File: config.mk
export PLATFORM = sky130hd
export DESIGN_NAME = atid_merge
export DESIGN_NICKNAME = d
export VERILOG_FILES = /design/src/atid_pkg.sv /design/src/atid_merge.sv
export SDC_FILE = /design/constraint.sdc
export NUM_CORES = 1
export LEC_CHECK = 0
export ABC_AREA = 0
export BUFFER_PORTS_ARGS = -buffer_cell sky130_fd_sc_hd__buf_4
export CAP_MARGIN = 5
export CORE_MARGIN = 2
export CORE_UTILIZATION = 35
export CTS_CLUSTER_DIAMETER = 80
export DETAILED_ROUTE_END_ITERATION = 8
export SLEW_MARGIN = 20
export SYNTH_ARGS = -nofsm -noshare
export SYNTH_HDL_FRONTEND = slang
export SYNTH_SLANG_ARGS = --single-unit
File: constraint.sdc
create_clock -name clk -period 4.1 [get_ports clk]
set_input_delay 0.82 -clock clk [delete_from_list [all_inputs] [get_ports clk]]
set_output_delay 0.82 -clock clk [all_outputs]
set_load 0.05 [all_outputs]
File: src/atid_pkg.sv
`timescale 1ns / 1ps
package atid_pkg;

  localparam int CHANNELS      = 9;
  localparam int STABLE_TICKS  = 4;
  localparam int SAMPLE_BITS   = 12;
  localparam int THRESH_BITS   = 12;
  localparam int CMP_BITS      = (SAMPLE_BITS > THRESH_BITS) ? SAMPLE_BITS : THRESH_BITS;
  localparam int CFG_DATA_BITS = (CHANNELS > THRESH_BITS) ? CHANNELS : THRESH_BITS;
  localparam int CFG_IDX_BITS  = 2;

  localparam logic [THRESH_BITS-1:0] THRESHOLD_RESET = THRESH_BITS'(2333);

  typedef logic [SAMPLE_BITS-1:0] sample_t;
  typedef logic [CHANNELS-1:0]    chan_word_t;

  typedef enum logic [CFG_IDX_BITS-1:0] {
    REG_LEVEL_THRESHOLD     = 2'd0,
    REG_CHANNEL_ENABLE_MASK = 2'd1
  } cfg_reg_t;

  typedef struct packed {
    chan_word_t stable_inputs;
    chan_word_t rising_flags;
    chan_word_t falling_flags;
    logic       accepted;
  } result_t;

endpackage

File: src/atid_merge.sv
`timescale 1ns / 1ps
module atid_merge
  import atid_pkg::*;
(
  input  logic       clk,
  input  logic       rst,
  input  logic       fire,
  input  chan_word_t word,
  input  logic       clear_edges,
  output result_t    result
);

  logic [STABLE_TICKS-1:0] history;
  logic [STABLE_TICKS-1:0] history_next;
  logic [STABLE_TICKS:0]   history_shift;
  chan_word_t              previous_word;
  chan_word_t              debounced_word;
  chan_word_t              debounced_word_next;
  chan_word_t              rising_sticky;
  chan_word_t              rising_sticky_next;
  chan_word_t              falling_sticky;
  chan_word_t              falling_sticky_next;
  chan_word_t              rise_base;
  chan_word_t              fall_base;
  logic                    accept;

  always_comb begin
    history_shift = {history, (word == previous_word)};
    history_next  = history_shift[STABLE_TICKS-1:0];
    accept        = &history_next;

    // clear first so edges found in this tick stay set
    rise_base = clear_edges ? '0 : rising_sticky;
    fall_base = clear_edges ? '0 : falling_sticky;

    if (accept) begin
      rising_sticky_next  = rise_base | (~debounced_word & previous_word);
      falling_sticky_next = fall_base | (debounced_word & ~previous_word);
      debounced_word_next = word;
    end else begin
      rising_sticky_next  = rise_base;
      falling_sticky_next = fall_base;
      debounced_word_next = debounced_word;
    end
  end

  always_ff @(posedge clk) begin
    if (rst) begin
      history        <= '0;
      previous_word  <= '0;
      debounced_word <= '0;
      rising_sticky  <= '0;
      falling_sticky <= '0;
    end else if (fire) begin
      history        <= history_next;
      previous_word  <= word;
      debounced_word <= debounced_word_next;
      rising_sticky  <= rising_sticky_next;
      falling_sticky <= falling_sticky_next;
    end
  end

  // result register: payload only, validity lives at the top
  always_ff @(posedge clk) begin
    if (fire) begin
      result.stable_inputs <= debounced_word_next;
      result.rising_flags  <= rising_sticky_next;
      result.falling_flags <= falling_sticky_next;
      result.accepted      <= accept;
    end
  end

endmodule

==> results of run 1 <==
[flip-flops by register name (all words and copies together) (netlist names)]
register and count:
result 28, debounced_word 9, falling_sticky 9, previous_word 9, history 3, rising_sticky 9
[where the power goes]
part	total, mW	internal [mW]	switching (mW)	leakage, nW
sequential	0.715	0.706	0.00828	0.609
clock	0.722	0.468	0.255	0.131
combinational	0.116	0.0374	0.0788	0.578
total	1.55	1.21	0.342	1.32
[per-stage QoR]
| step | power, mW | util, % | std cells | area [um^2] |
|---|---|---|---|---|
| 4_1_cts | 1.571 | 43.26 | 401 | 3501 |
| 5_1_grt | 1.608 | 43.26 | 401 | 3501 |
| 2_1_floorplan | 0.8049 | - | 252 | 2865 |
| 3_3_place_gp | 0.8463 | 39.98 | 385 | 3236 |
| 6_report | 1.553 | 43.26 | 401 | 3501 |
| 3_5_place_dp | 0.8475 | 39.98 | 385 | 3236 |
[final cells by class]
class                           count  area, um^2  share of cell area, %
Clock buffer                       10       127.6                  3.645
Sequential cell                    67        1622                  46.32
Clock inverter                      6       137.6                  3.931
Inverter                           19       71.32                  2.037
Tap cell                          105       131.4                  3.753
Timing Repair Buffer               40       300.3                  8.578
Multi-Input combinational cell    154        1111                  31.74
[path summary, 6_finish.rpt]
kind	to	cells past startpoint	from	slack, ns
worst max-delay path	result[22]$_DFFE_PP_	5	word[2]	1.70
worst min-delay path	rising_sticky[3]$_SDFFE_PP0P_	2	rising_sticky[3]$_SDFFE_PP0P_	0.45
worst max register to register	result[22]$_DFFE_PP_	4	previous_word[2]$_SDFFE_PP0P_	1.93
worst min register to register	rising_sticky[3]$_SDFFE_PP0P_	2	rising_sticky[3]$_SDFFE_PP0P_	0.45
[routing by layer]
| metal | up-vias | wire length, um |
|---|---|---|
| met2 | 28 | 2570 |
| li1 | 946 | - |
| met5 | - | 0 |
| met4 | 0 | 70 |
| met1 | 873 | 2482 |
| met3 | 5 | 163 |
[cells by family after synthesis]
family / Yosys count / share of synthesized area, %
buffers and inverters: 31 / 4.759
multiplexers: 29 / 10.52
AND/OR/NAND/NOR: 78 / 15.98
XOR/XNOR: 9 / 2.751
AO/OA/AOI/OAI: 38 / 9.388
flip-flops: 67 / 56.59
[critical path: stages]
cell and delay, ns:
buf_4 0.13, xor2_1 0.17, nor4_4 0.40, nand4_4 0.51, mux2_2 0.45
[Yosys cell counts]
cell type,n
a21oi_1,2
and3_1,1
and4_1,2
buf_1,1
buf_2,1
buf_6,1
buf_8,1
clkbuf_1,8
dfxtp_1,39
edfxtp_1,28
inv_1,18
inv_2,1
mux2_2,9
mux2i_1,20
nand2_1,18
nand2b_1,36
nand4_1,1
nand4_2,1
nand4_4,1
nor2_1,12
nor2b_1,1
nor3_1,1
nor3_2,1
nor4_1,1
nor4_4,1
o21ai_0,17
o21ai_1,1
o22ai_1,9
o22ai_2,9
or2b_1,1
xor2_1,9
==> impl_metrics.ini, run 1 <==
[cells_and_area]
n_antenna_cell = 0
nNetsFinal = 304
num-fill-cells = 803
final_common_cell = buf_4
final_cell_mix = buf_4, dfxtp_1, nand2b_1
drive_above_1_share_pct = 26.69
area_growth_pct = 22.18

[critical_path]
crit_fanout = 28
required_ns = 4.19
worst-setup-path-type = in -> reg
endpoint_kind = flip-flop
arrival_ns = 2.49
startpoint_type = input port

[power]
power_density_nw_per_um2 = 443.6
power_leakage_nw = 1.318
vdd_drop_max_uv = 174.9

[clock_tree]
numClockSinks = 67
numCtsBuffers = 9
htree_levels = 3
cts.clk_slew.worst_paths_ns = 0.07
clockBufferDepth = 2
cts_resized = 0
cts_tree = built
cts-root-buf = clkbuf_8
clk_latency_ns = 0.35
hold_buffers = 0
cts_setup_buffers = 0

[floorplanning]
die-area_um2 = 8926
die_w_um = 94.48
rows = 33
die-height_um = 94.48
start_util_pct = 35.41
coreArea_um2 = 8093
top_level_ports = 41

[grt]
antenna_found_initial = 0
grt_pass1_vias = 1759
grt_max_degree = 44
grtUsageMet3_pct = 4.310
met2_usage_pct = 20.95
grt_overflow = 0
top_usage_layer = met2
grtUsageTotal_pct = 12.91
grt_pass1_wl_um = 8652
met1_usage_pct = 15.77

[synth]
yosysUniqueCellTypes = 31
synth-seq-area-share_pct = 56.59
synth-seq-cells = 67
yosys.area.top_type = edfxtp_1
ys_warn_count = 0
yosysTopAreaCellShare_pct = 29.34
synth_area_um2 = 2865
netlist_instances = 252
syn_avg_cell_area_um2 = 11.37
syn_nets = 265
yosys-top-cells-area = edfxtp_1, dfxtp_1, nand2b_1

[drt]
viasPerCell = 4.618
post_drt_wl_per_cell_um = 13.18
drc = 0
first_iter_violations = 98
via_count = 1852
wirelength_um = 5286
postRouteAntennaNets = 0
drt-pass1-iter-count = 4

[sta]
tightest_slew_ns = 0.8722
fmax_mhz = 417.0
drv_slew = 0
period_minus_slack_ns = 2.398
final-setup-viol-count = 0
slew_headroom_pct = 41.86
fin_skew_ns = 0.01285
tns_ns = 0
hold_viol = 0
finalCritPeriodShare_pct = 58.49
whs_ns = 0.4544
worst_slack_ns = 1.702
rsz0062_at_grt = no

[placed_design]
gp_congestion = 0.7096
dp.final_hpwl_um = 3381
preCtsSetupSlack_ns = 1.298
io_buffers = 40

[worst_hold_path]
worst_hold_path_type = reg -> reg

[status]
status = completed

[flow_run]
drv_cap = 0
No activity file was read; power rests on OpenSTA's default activity.
==> run 2, diff against run 1 <==
- ABC_AREA: 0 -> 1
- clock period: 4.1 -> 2.3 ns (I/O delays scaled with it)
==> run 2 against run 1 <==
Combinational power rose to 3.3 times the previous value. Die area rose by 9.3%. Sequential power rose by 89%. Synthesized area rose by 9.7%. Critical path type is now reg -> reg. Largest cell class unchanged. Highest routed layer unchanged.
==> impl_metrics.ini, run 2 <==
[status]
status = completed

[cells_and_area]
area_growth_pct = 17.40
regMostFlops = result
final_cell_mix = nand2_1, nor2_1, inv_1
n_antenna_cell = 0
final_common_cell = nand2_1
final_cell_count_no_fill = 546
drive_above_1_share_pct = 17.35
largest_reg_flops = 28
nNetsFinal = 447

[drt]
postRouteAntennaNets = 0
viasPerCell = 4.679
first_iter_violations = 136
drt-pass1-iter-count = 4
drc = 0
via_count = 2555
post_drt_wl_per_cell_um = 12.10
wirelength_um = 6604

[floorplanning]
top_level_ports = 41
die-height_um = 98.77
start_util_pct = 36.04
die-area_um2 = 9755
rows = 34
coreArea_um2 = 8721
die_w_um = 98.77

[synth]
synth.mux.area_fraction_pct = 0
synth_top_family_by_area = simple AND/OR/NAND/NOR gates
yosys.area.top_type = edfxtp_1
yosysUniqueCellTypes = 21
synth.most_common_cell = nand2_1
synth_simple_gate_area_share_pct = 32.48
yosys-top-cells-area = edfxtp_1, dfxtp_1, nand2_1
synthAdderAreaFrac_pct = 0
syn_avg_cell_area_um2 = 7.917
synthArstFlopShare_pct = 0
synth-seq-area-share_pct = 51.59
synth-edff-count = 28
synth-seq-cells = 67
netlist_top_cells_count = nand2_1, nor2_1, inv_1
netlist_instances = 397
ys.flop_type = dfxtp_1
syn_nets = 410
synthXorXnorAreaFrac_pct = 1.115
ys_warn_count = 0
synth_area_um2 = 3143
yosysTopAreaCellShare_pct = 26.75
synth_compound_area_share_pct = 4.459

[grt]
grtUsageTotal_pct = 14.32
grt_pass1_wl_um = 11010
grt_overflow = 0
grt_max_degree = 37
grt_pass1_vias = 2331
antenna_found_initial = 0

[sta]
final-setup-viol-count = 0
whs_ns = 0.3818
period_minus_slack_ns = 1.698
slew_headroom_pct = 62.24
finalCritPeriodShare_pct = 73.84
tns_ns = 0
fmax_mhz = 588.8
hold_viol = 0
drv_slew = 0
rsz0062_at_grt = no
fin_skew_ns = 0.009258
tightest_slew_ns = 0.5630

[critical_path]
slowest_delay_ns = 0.38
endpoint_kind = flip-flop
required_ns = 2.59
path_buf_inv = 3
crit_family = simple AND/OR/NAND/NOR gates
rrSetupSlack_ns = 0.60
path_cells = inv_2 > nand2_1 > nand4_1 > nor2_2 > buf_4 > nand4_1 > nand3_1 > nand2_1 > inv_1
startpoint_type = flip-flop
worst-setup-path-type = reg -> reg
arrival_ns = 1.98
crit_fanout = 28
cpMaxStageDelayCell = dfxtp_1
crit_start = previous_word[5]$_SDFFE_PP0P_
worstReg2RegStart = previous_word[5]$_SDFFE_PP0P_

[placed_design]
gp_congestion = 0.7835
io_buffers = 40
dp.cells = 531
dp.final_hpwl_um = 4522

[power]
total_power_mw = 2.608
power_leakage_nw = 1.947
vdd_drop_max_uv = 272.0
power_density_nw_per_um2 = 706.9

[clock_tree]
cts_setup_buffers = 0
clk_latency_ns = 0.34
cts.clk_slew.worst_paths_ns = 0.07
htree_levels = 3
numClockSinks = 67
cts_tree = built
cts_resized = 0
numCtsBuffers = 9
cts-root-buf = clkbuf_8
hold_buffers = 0
clockBufferDepth = 2

[worst_hold_path]
min_from = word[8]
worst_hold_path_type = in -> reg

[flow_run]
drv_cap = 0
-- run 2: cell types whose count changed after synthesis, moves of 9 or more --
cell      change
o22ai_1       -9
xor2_1        -9
nand2b_1     -36
inv_1        +33
nand2_1      +84
nand4_1      +18
mux2_2        -9
mux2i_1      -20
o22ai_2       -9
nor2_1       +48
a21oi_1      +14
nand3_1      +28
-- run 2: kinds of logic after synthesis --
family / Yosys count
AND/OR/NAND/NOR: 222
buffers and inverters: 76
AO/OA/AOI/OAI: 28
XOR/XNOR: 4
flip-flops: 67
-- run 2: metal layers --
| layer | share of wire, % | GRT usage, % | vias to the layer above | wire length, um |
|---|---|---|---|---|
| li1 | - | - | 1345 | - |
| met1 | 48 | 19.02 | 1153 | 3184 |
| met2 | 45 | 21.88 | 48 | 2977 |
| met3 | 4.4 | 2.979 | 9 | 291 |
| met4 | 2.3 | 7.692 | 0 | 150 |
| met5 | 0 | 0 | - | 0 |
-- run 2: worst register-to-register path, delay by kind of cell, from the launching register on --
kind                   cells  cell delay [ns]
AND/OR/NAND/NOR            6             0.84
buffers and inverters      3             0.44
flip-flops                 1             0.38
-- run 2: where the power goes --
part | switching (mW) | leakage (nW) | internal, mW | total, mW
registers | 0.0353 | 0.610 | 1.31 | 1.35
logic | 0.260 | 1.24 | 0.118 | 0.378
clock network | 0.420 | 0.0933 | 0.465 | 0.885
-- run 2: area by class of cell --
cell class                      instances  area (um^2)
Timing Repair Buffer                   47        352.8
Clock inverter                          3        12.51
Sequential cell                        67         1622
Multi-Input combinational cell        254         1196
Tap cell                              108        135.1
Fill cell                             888         5031
Inverter                               55        206.4
Clock buffer                           12        165.2
-- run 2: final timing paths --
kind | to | depth (start not counted)
worst min-delay path | previous_word[8]$_SDFFE_PP0P_ | 3
worst min register to register | history[2]$_SDFFE_PP0P_ | 2
worst max register to register | rising_sticky[0]$_SDFFE_PP0P_ | 9
worst max-delay path | rising_sticky[0]$_SDFFE_PP0P_ | 9
-- run 2: metrics by stage --
step                worst slack [ns]  cell area, um^2  utilization (%)
finish                        0.6016             3690            42.31
detailed placement            0.4292             3512            40.27
global placement              0.4635             3512            40.27
floorplan                     0.8847             3143                -
CTS                           0.6113             3690            42.31
global route                  0.4136             3690            42.31
