`src/atid_pkg.sv`:
```
`timescale 1ns / 1ps
package atid_pkg;

  localparam int CHANNELS      = 9;
  localparam int STABLE_TICKS  = 4;
  localparam int SAMPLE_BITS   = 12;
  localparam int THRESH_BITS   = 12;
  localparam int CMP_BITS      = (SAMPLE_BITS > THRESH_BITS) ? SAMPLE_BITS : THRESH_BITS;
  localparam int CFG_DATA_BITS = (CHANNELS > THRESH_BITS) ? CHANNELS : THRESH_BITS;
  localparam int CFG_IDX_BITS  = 2;

  localparam logic [THRESH_BITS-1:0] THRESHOLD_RESET = THRESH_BITS'(2333);

  typedef logic [SAMPLE_BITS-1:0] sample_t;
  typedef logic [CHANNELS-1:0]    chan_word_t;

  typedef enum logic [CFG_IDX_BITS-1:0] {
    REG_LEVEL_THRESHOLD     = 2'd0,
    REG_CHANNEL_ENABLE_MASK = 2'd1
  } cfg_reg_t;

  typedef struct packed {
    chan_word_t stable_inputs;
    chan_word_t rising_flags;
    chan_word_t falling_flags;
    logic       accepted;
  } result_t;

endpackage

```
`src/atid_lane.sv`:
```
`timescale 1ns / 1ps
module atid_lane
  import atid_pkg::*;
(
  input  sample_t                sample,
  input  logic [THRESH_BITS-1:0] threshold,
  input  logic                   enable,
  output logic                   level
);

  logic [CMP_BITS-1:0] sample_ext;
  logic [CMP_BITS-1:0] thresh_ext;

  assign sample_ext = CMP_BITS'(sample);
  assign thresh_ext = CMP_BITS'(threshold);

  // strictly above the threshold reads as one
  assign level = enable && (sample_ext > thresh_ext);

endmodule

```
`config.mk`:
```
export PLATFORM = sky130hd
export DESIGN_NAME = atid_lane
export DESIGN_NICKNAME = d
export VERILOG_FILES = /design/src/atid_pkg.sv /design/src/atid_lane.sv
export SDC_FILE = /design/constraint.sdc
export NUM_CORES = 1
export LEC_CHECK = 0
export BUFFER_PORTS_ARGS = -buffer_cell sky130_fd_sc_hd__buf_4
export CELL_PAD_IN_SITES_DETAIL_PLACEMENT = 1
export CELL_PAD_IN_SITES_GLOBAL_PLACEMENT = 1
export CORE_MARGIN = 1
export CORE_UTILIZATION = 23
export DETAILED_ROUTE_END_ITERATION = 16
export PLACE_DENSITY_LB_ADDON = 0.1
export SLEW_MARGIN = 20
export SYNTH_ARGS = -nofsm -noshare
export SYNTH_HDL_FRONTEND = slang
export SYNTH_SLANG_ARGS = --single-unit
export TNS_END_PERCENT = 100
```
`constraint.sdc`:
```
create_clock -name vclk -period 1.3
set_input_delay 0.13 -clock vclk [all_inputs]
set_output_delay 0.13 -clock vclk [all_outputs]
set_load 0.02 [all_outputs]
```
==> impl_metrics.tcl, run 1 <==
set metrics [dict create \
    synthTopCellsByArea "ha_1 (50%), inv_1 (17%), a21oi_1 (8.3%)" \
    ioPinCount 26 \
    diodes 0 \
    yosysSeqAreaShare_pct 0 \
    synth_top_area_share_pct 49.8 \
    relSlewSlack_pct 78.4 \
    finalHoldViolCount 0 \
    clkbuf_count 0 \
    pwr-share-comb_pct 100.0 \
    seq_cell_count 0 \
    rsz0062_at_grt "yes" \
    final_area_um2 734 \
    drive_gt1_share_pct 65.8 \
    drc 0 \
    failed_checks "setup timing" \
    drt-initial-drc-count 2 \
    antenna_found_initial 0 \
    slew_viol_final 0 \
    vias_per_cell 4.79 \
    dpl_cell_area_um2 618 \
    synth_top_cell_by_area "ha_1" \
    grt_pass1_vias 449 \
    initial_core_util_pct 26.1 \
    synth_area_um2 302 \
    required_ps 1170 \
    final.period_utilization_pct 121 \
    dp_hpwl_um 940 \
    fp.dieH_um 38.2 \
    fmax_mhz 634 \
    fillers 134 \
    switching_share_pct 39.1 \
    regArea_um2 0 \
    gp_congestion 0.630 \
    pwr-share-seq_pct 0 \
    ir_drop_mv 0.136 \
    worst_pin_slew_ps 321 \
    firstDrtPassIters 2 \
    min_period_ps 1580 \
    overflow 0 \
    min_from "enable" \
    status "complete, but fails checks" \
    area_growth_pct 144 \
    p_int_mw 0.140 \
    critPathArrivalTime_ps 1450 \
    design.core.area_um2 1160 \
    nNetsFinal 112 \
    dieWidth_um 38.2 \
    min_path_type "primary input to primary output" \
    finalPower_mw 0.230 \
    wl_um 1130 \
    synthDistinctLibCells 13 \
    dieArea_um2 1460 \
    totalNegativeSetupSlack_ps -277 \
    grt_max_degree 3 \
    cp_max_fo 2 \
    port_buffers 26 \
    syn_nets 80 \
    ant_nets 0 \
    crit_path_start_kind "primary input" \
    cap_violations 0 \
    ys_warn_count 0 \
    leakagePower_nw 0.357 \
    p_sw_mw 0.0899 \
    multi_input_area_um2 382 \
    fin_ws_ps -277 \
    grt_usage_pct 17.3 \
    avgSynthCellArea_um2 7.01 \
    power_density_nw_per_um2 313 \
    end_kind "primary output" \
    setup_viol 1 \
    p_clk_share_pct 0 \
    wl_per_cell_um 13.0 \
    grt_pass1_wl_um 1800 \
    vias 417 \
    netlist_instances 43 \
    cp-startpoint "threshold[10]" \
    crit_type "primary input to primary output" \
    rows 12 \
]
## per-layer routing
layer / part of all wire (%) / up-vias / GRT usage (%)
li1: - / 208 / -
met1: 35 / 196 / 16.3
met2: 62 / 13 / 40.7
met3: 3.2 / 0 / 0
met4: 0 / 0 / 0
met5: 0 / - / 0
## layout make-up
cell class / instances / share of cell area, %
inverters: 14 / 9.88
multi-input cells: 29 / 52.0
well taps: 14 / 2.39
repair buffers: 30 / 35.8
## layout by cell type, fill, tap and decap left out, drive strengths merged
cell type / netlist / final
a21o: 1 / 1
a21oi: 5 / 5
buf: 0 / 30
ha: 12 / 12
inv: 14 / 14
nand2: 1 / 1
nand3: 2 / 2
nand4: 2 / 2
nor2: 1 / 1
o21a: 1 / 1
o21ai: 1 / 1
o22ai: 1 / 1
o311a: 1 / 1
or4: 1 / 1
## cell families after synthesis
logic type,synth area share (%)
AOI/OAI and AO/OA,20.3
adders and majority gates,49.8
buffers and inverters,17.4
and+or+nand+nor,12.4
## worst paths after layout
| kind | depth (start not counted) | slack [ps] | endpoint |
|---|---|---|---|
| setup / recovery | 7 | -280 | level |
| hold / removal | 3 | 610 | level |
## through the flow
stage / hold slack, ps / setup slack [ps] / instances / utilization (%)
final: 609 / -277 / 87 / 63.5
after global routing: 617 / -305 / 87 / 63.5
after CTS: 612 / -238 / 87 / 63.5
after detailed placement: 632 / -342 / 86 / 53.5
after global placement: 626 / -309 / 86 / 53.5
after floorplan: 390 / -22.7 / 43 / -
## critical path, stage by stage
cell and delay, ps:
buf_8 90, inv_12 30, ha_4 260, nand4_1 130, or4_4 550, o311a_4 130, buf_6 130
## synth_stat cells (all sizes together)
cell	instances
nor2	1
nand2	1
ha	12
o21a	1
or4	1
o22ai	1
inv	14
nand3	2
o21ai	1
nand4	2
a21oi	5
o311a	1
a21o	1
## power by group through the flow
stage | clock network (mW) | logic, mW | registers, mW
2_1_floorplan | 0 | 0.0829 | 0
3_3_place_gp | 0 | 0.178 | 0
3_5_place_dp | 0 | 0.187 | 0
4_1_cts | 0 | 0.229 | 0
5_1_grt | 0 | 0.256 | 0
6_report | 0 | 0.230 | 0
## what timing repair did
item / in CTS / in global routing
hold buffers: 0 / 0
setup buffers: 1 / 0
endpoints found under the setup margin: 1 / 1
resized for setup: 19 / 0
pin swaps: 9 / 1
Power figures use the tool's default switching activity.
==> inputs of run 2 (changes only) <==
--- a/config.mk
+++ b/config.mk
@@ -12,6 +12,7 @@
 export CORE_UTILIZATION = 23
 export DETAILED_ROUTE_END_ITERATION = 16
 export PLACE_DENSITY_LB_ADDON = 0.1
+export SKIP_LAST_GASP = 1
 export SLEW_MARGIN = 20
 export SYNTH_ARGS = -nofsm -noshare
 export SYNTH_HDL_FRONTEND = slang
==> run 2 against run 1 <==
  * The run still ends with setup timing left
  * Clock-buffer cell count did not move
  * Core utilization did not move
  * Critical path depth did not move
  * Non-clock buffer count did not move
  * Worst hold slack did not move
  * Die area did not move
  * Critical path type unchanged
  * Largest cell class unchanged
  * Largest power group unchanged
  * Highest routed layer unchanged
==> impl_metrics.tcl, run 2 (same netlist as run 1, synthesis figures left out) <==
set metrics [dict create \
    status "complete, but fails checks" \
    failed_checks "setup timing" \
    cp_top_family "simple AND/OR/NAND/NOR gates" \
    required_ps 1170 \
    gp_congestion 0.630 \
    rows 12 \
    wl_um 1130 \
    overflow 0 \
    critPathArrivalTime_ps 1450 \
    port_buffers 26 \
    crit_slowest_cell "or4_4" \
    fin_ws_ps -277 \
    dieArea_um2 1460 \
    min_period_ps 1580 \
    p_int_mw 0.140 \
    diodes 0 \
    nNetsFinal 112 \
    final_common_cell "buf_4" \
    pwr-share-seq_pct 0 \
    grt_pass1_wl_um 1800 \
    ioPinCount 26 \
    worst_pin_slew_ps 321 \
    seq_cell_count 0 \
    area_growth_pct 144 \
    critPathBufInv 3 \
    pwr-share-comb_pct 100.0 \
    finalHoldViolCount 0 \
    vias 417 \
    path_cells "buf_8, inv_12, ha_4, nand4_1, or4_4, o311a_4, buf_6" \
    drive_gt1_share_pct 65.8 \
    ctsHoldBuffers 0 \
    design.core.area_um2 1160 \
    finalPower_mw 0.230 \
    cp_max_fo 2 \
    slew_viol_final 0 \
    p_sw_mw 0.0898 \
    dpl_cell_area_um2 618 \
    initial_core_util_pct 26.1 \
    grt_max_degree 3 \
    clkbuf_count 0 \
    end_kind "primary output" \
    min_path_type "primary input to primary output" \
    firstDrtPassIters 2 \
    grt_usage_pct 17.3 \
    ir_drop_mv 0.136 \
    leakagePower_nw 0.357 \
    dieWidth_um 38.2 \
    relSlewSlack_pct 78.4 \
    final_area_um2 734 \
    p_clk_share_pct 0 \
    wl_per_cell_um 13.0 \
    drt-initial-drc-count 2 \
    crit_path_start_kind "primary input" \
    regArea_um2 0 \
    cap_violations 0 \
    ant_nets 0 \
    crit_type "primary input to primary output" \
    final_cell_mix "buf_4 (21), ha_4 (9), inv_1 (8), buf_6 (8), a21oi_1 (5)" \
    dp_hpwl_um 940 \
    grt_pass1_vias 449 \
    switching_share_pct 39.1 \
    fp.dieH_um 38.2 \
    power_density_nw_per_um2 313 \
    totalNegativeSetupSlack_ps -277 \
    rsz0062_at_grt "yes" \
    antenna_found_initial 0 \
    vias_per_cell 4.79 \
    final.period_utilization_pct 121 \
    drc 0 \
    fmax_mhz 634 \
    cpPeakStageDelay_ps 550 \
    setup_viol 1 \
]
==> run 2: area by class of cell <==
| cell class | count | area (µm²) |
|---|---|---|
| Tap cell | 14 | 17.5 |
| Timing Repair Buffer | 30 | 263 |
| Fill cell | 134 | 422 |
| Multi-Input combinational cell | 29 | 382 |
| Inverter | 14 | 72.6 |
==> run 2: path summary, 6_finish.rpt <==
check / startpoint / end / slack, ps / depth (start not counted)
hold / removal: enable / level / 610 / 3
setup / recovery: threshold[10] / level / -280 / 7
==> run 2: repair_timing <==
action,CTS,global route
pin swaps,9,0
gates resized for setup,19,0
setup endpoints to repair,1,1
buffers inserted,1,0
==> run 2: power groups by stage <==
stage	sequential [mW]	combinational [mW]	clock (mW)
finish	0	0.230	0
global route	0	0.256	0
CTS	0	0.229	0
detailed placement	0	0.187	0
global placement	0	0.178	0
floorplan	0	0.0829	0
==> run 2: per-stage QoR <==
| stage | hold WS [ps] | cells | worst slack, ps | utilization [%] |
|---|---|---|---|---|
| floorplan | 390 | 43 | -22.7 | - |
| global placement | 626 | 86 | -309 | 53.5 |
| detailed placement | 632 | 86 | -342 | 53.5 |
| CTS | 612 | 87 | -238 | 63.5 |
| global route | 617 | 87 | -305 | 63.5 |
| finish | 609 | 87 | -277 | 63.5 |
==> run 2: layer usage <==
layer | track usage [%] | up-vias | routed length, µm
li1 | - | 208 | -
met1 | 16.3 | 196 | 390
met2 | 40.7 | 13 | 701
met3 | 0 | 0 | 40
met4 | 0 | 0 | 0
met5 | 0 | - | 0
==> inputs of run 3 (changes only) <==
--- a/config.mk
+++ b/config.mk
@@ -8,9 +8,9 @@
 export BUFFER_PORTS_ARGS = -buffer_cell sky130_fd_sc_hd__buf_4
 export CELL_PAD_IN_SITES_DETAIL_PLACEMENT = 1
 export CELL_PAD_IN_SITES_GLOBAL_PLACEMENT = 1
-export CORE_MARGIN = 1
-export CORE_UTILIZATION = 23
+export CORE_AREA = 2 2 39 41
 export DETAILED_ROUTE_END_ITERATION = 16
+export DIE_AREA = 0 0 41 43
 export PLACE_DENSITY_LB_ADDON = 0.1
 export SKIP_LAST_GASP = 1
 export SLEW_MARGIN = 20
==> constraint.sdc (replaced) <==
create_clock -name vclk -period 2
set_input_delay 0.2 -clock vclk [all_inputs]
set_output_delay 0.2 -clock vclk [all_outputs]
set_load 0.02 [all_outputs]
==> run 3 against run 2 <==
  * The flow now finishes without violations
  * Flip-flop and latch count did not move
  * Core utilization is 26 points lower
  * Combinational power down 60%
  * Die area rose by 21%
  * Clock-buffer cell count unchanged
  * Total power decreased by 60%
  * Cell count decreased by 2.3%
  * Final area down 30%
  * Via count is 13% lower
  * Setup slack improved by 510 ps
==> impl_metrics.tcl, run 3 (same netlist as run 1, synthesis figures left out) <==
set metrics [dict create \
    ant_nets 0 \
    ctsHoldBuffers 0 \
    hold_slack_ps 750 \
    cap_violations 0 \
    dp_hpwl_um 728 \
    grt_max_degree 4 \
    min_path_type "primary input to primary output" \
    crit_path_start_kind "primary input" \
    critPathArrivalTime_ps 1570 \
    firstDrtPassIters 1 \
    antenna_found_initial 0 \
    overflow 0 \
    slew_viol_final 0 \
    pre_cts_ws_ps 228 \
    cts-resized-gates 0 \
    worst_pin_slew_ps 166 \
    critPathBufInv 2 \
    cp_max_fo 3 \
    setup_viol 0 \
    cpPeakStageDelay_ps 520 \
    totalNegativeSetupSlack_ps 0 \
    final.period_utilization_pct 88.6 \
    leakagePower_nw 0.325 \
    fin_ws_ps 228 \
    drt-initial-drc-count 0 \
    fmax_mhz 564 \
    regArea_um2 0 \
    drc 0 \
    fp.dieH_um 43 \
    seq_cell_count 0 \
    grt_pass1_vias 348 \
    rsz0062_at_grt "no" \
    diodes 0 \
    post-route-util_pct 37.3 \
    wl_um 731 \
    required_ps 1800 \
    dieArea_um2 1760 \
    wl_per_cell_um 8.60 \
    status "finished clean" \
    end_kind "primary output" \
    design.core.area_um2 1380 \
    dieWidth_um 41 \
    clkbuf_count 0 \
    dpl_cell_area_um2 517 \
    gp_congestion 0.619 \
    crit_type "primary input to primary output" \
    power_density_nw_per_um2 177 \
    grt_pass1_wl_um 1210 \
    cp_top_family "simple AND/OR/NAND/NOR gates" \
    cts_setup_buffers 0 \
    relSlewSlack_pct 88.8 \
    min_period_ps 1770 \
    rows 14 \
    final_cell_mix "buf_4 (26), inv_1 (14), ha_1 (12)" \
    vias 364 \
    crit_path_frequent_cell "buf_4" \
    final_common_cell "buf_4" \
    ioPinCount 26 \
    path_cells "buf_4, ha_1, nand4_1, or4_1, o311a_1, buf_4" \
    finalHoldViolCount 0 \
    drive_gt1_share_pct 37.7 \
    final-instance-count-excl-fill 85 \
    vias_per_cell 4.28 \
    nNetsFinal 108 \
    ir_drop_mv 0.0590 \
    port_buffers 26 \
    final_area_um2 517 \
    initial_core_util_pct 21.8 \
    area_growth_pct 71.4 \
    grt_usage_pct 9.09 \
    place_inst 85 \
    finalPower_mw 0.0913 \
    crit_slowest_cell "or4_1" \
]
[run 3: cell types whose count changed in the layout (fill, tap and decap cells not counted), sizes merged]
| cell | change |
|---|---|
| buf | -4 |
[run 3: area by class of cell]
class / instances / area [µm²]
inverters: 14 / 52.6
repair buffers: 26 / 195
well taps: 16 / 20.0
fillers: 180 / 867
multi-input cells: 29 / 249
[run 3: metal layers]
metal  track usage, %  vias to the layer above  routed length (µm)
met5                0                        -                   0
met2             15.9                       12                 334
li1                 -                      200                   -
met4                0                        0                   0
met1             12.7                      152                 340
met3                0                        0                  56
[run 3: report_power, final]
part	total, mW	internal (mW)	switching, mW
clock	0	0	0
combinational	0.0913	0.0557	0.0356
sequential	0	0	0
[run 3: worst paths after layout]
path / from / endpoint / slack [ps] / depth (start not counted)
max: sample[11] / level / 230 / 6
min: enable / level / 750 / 3
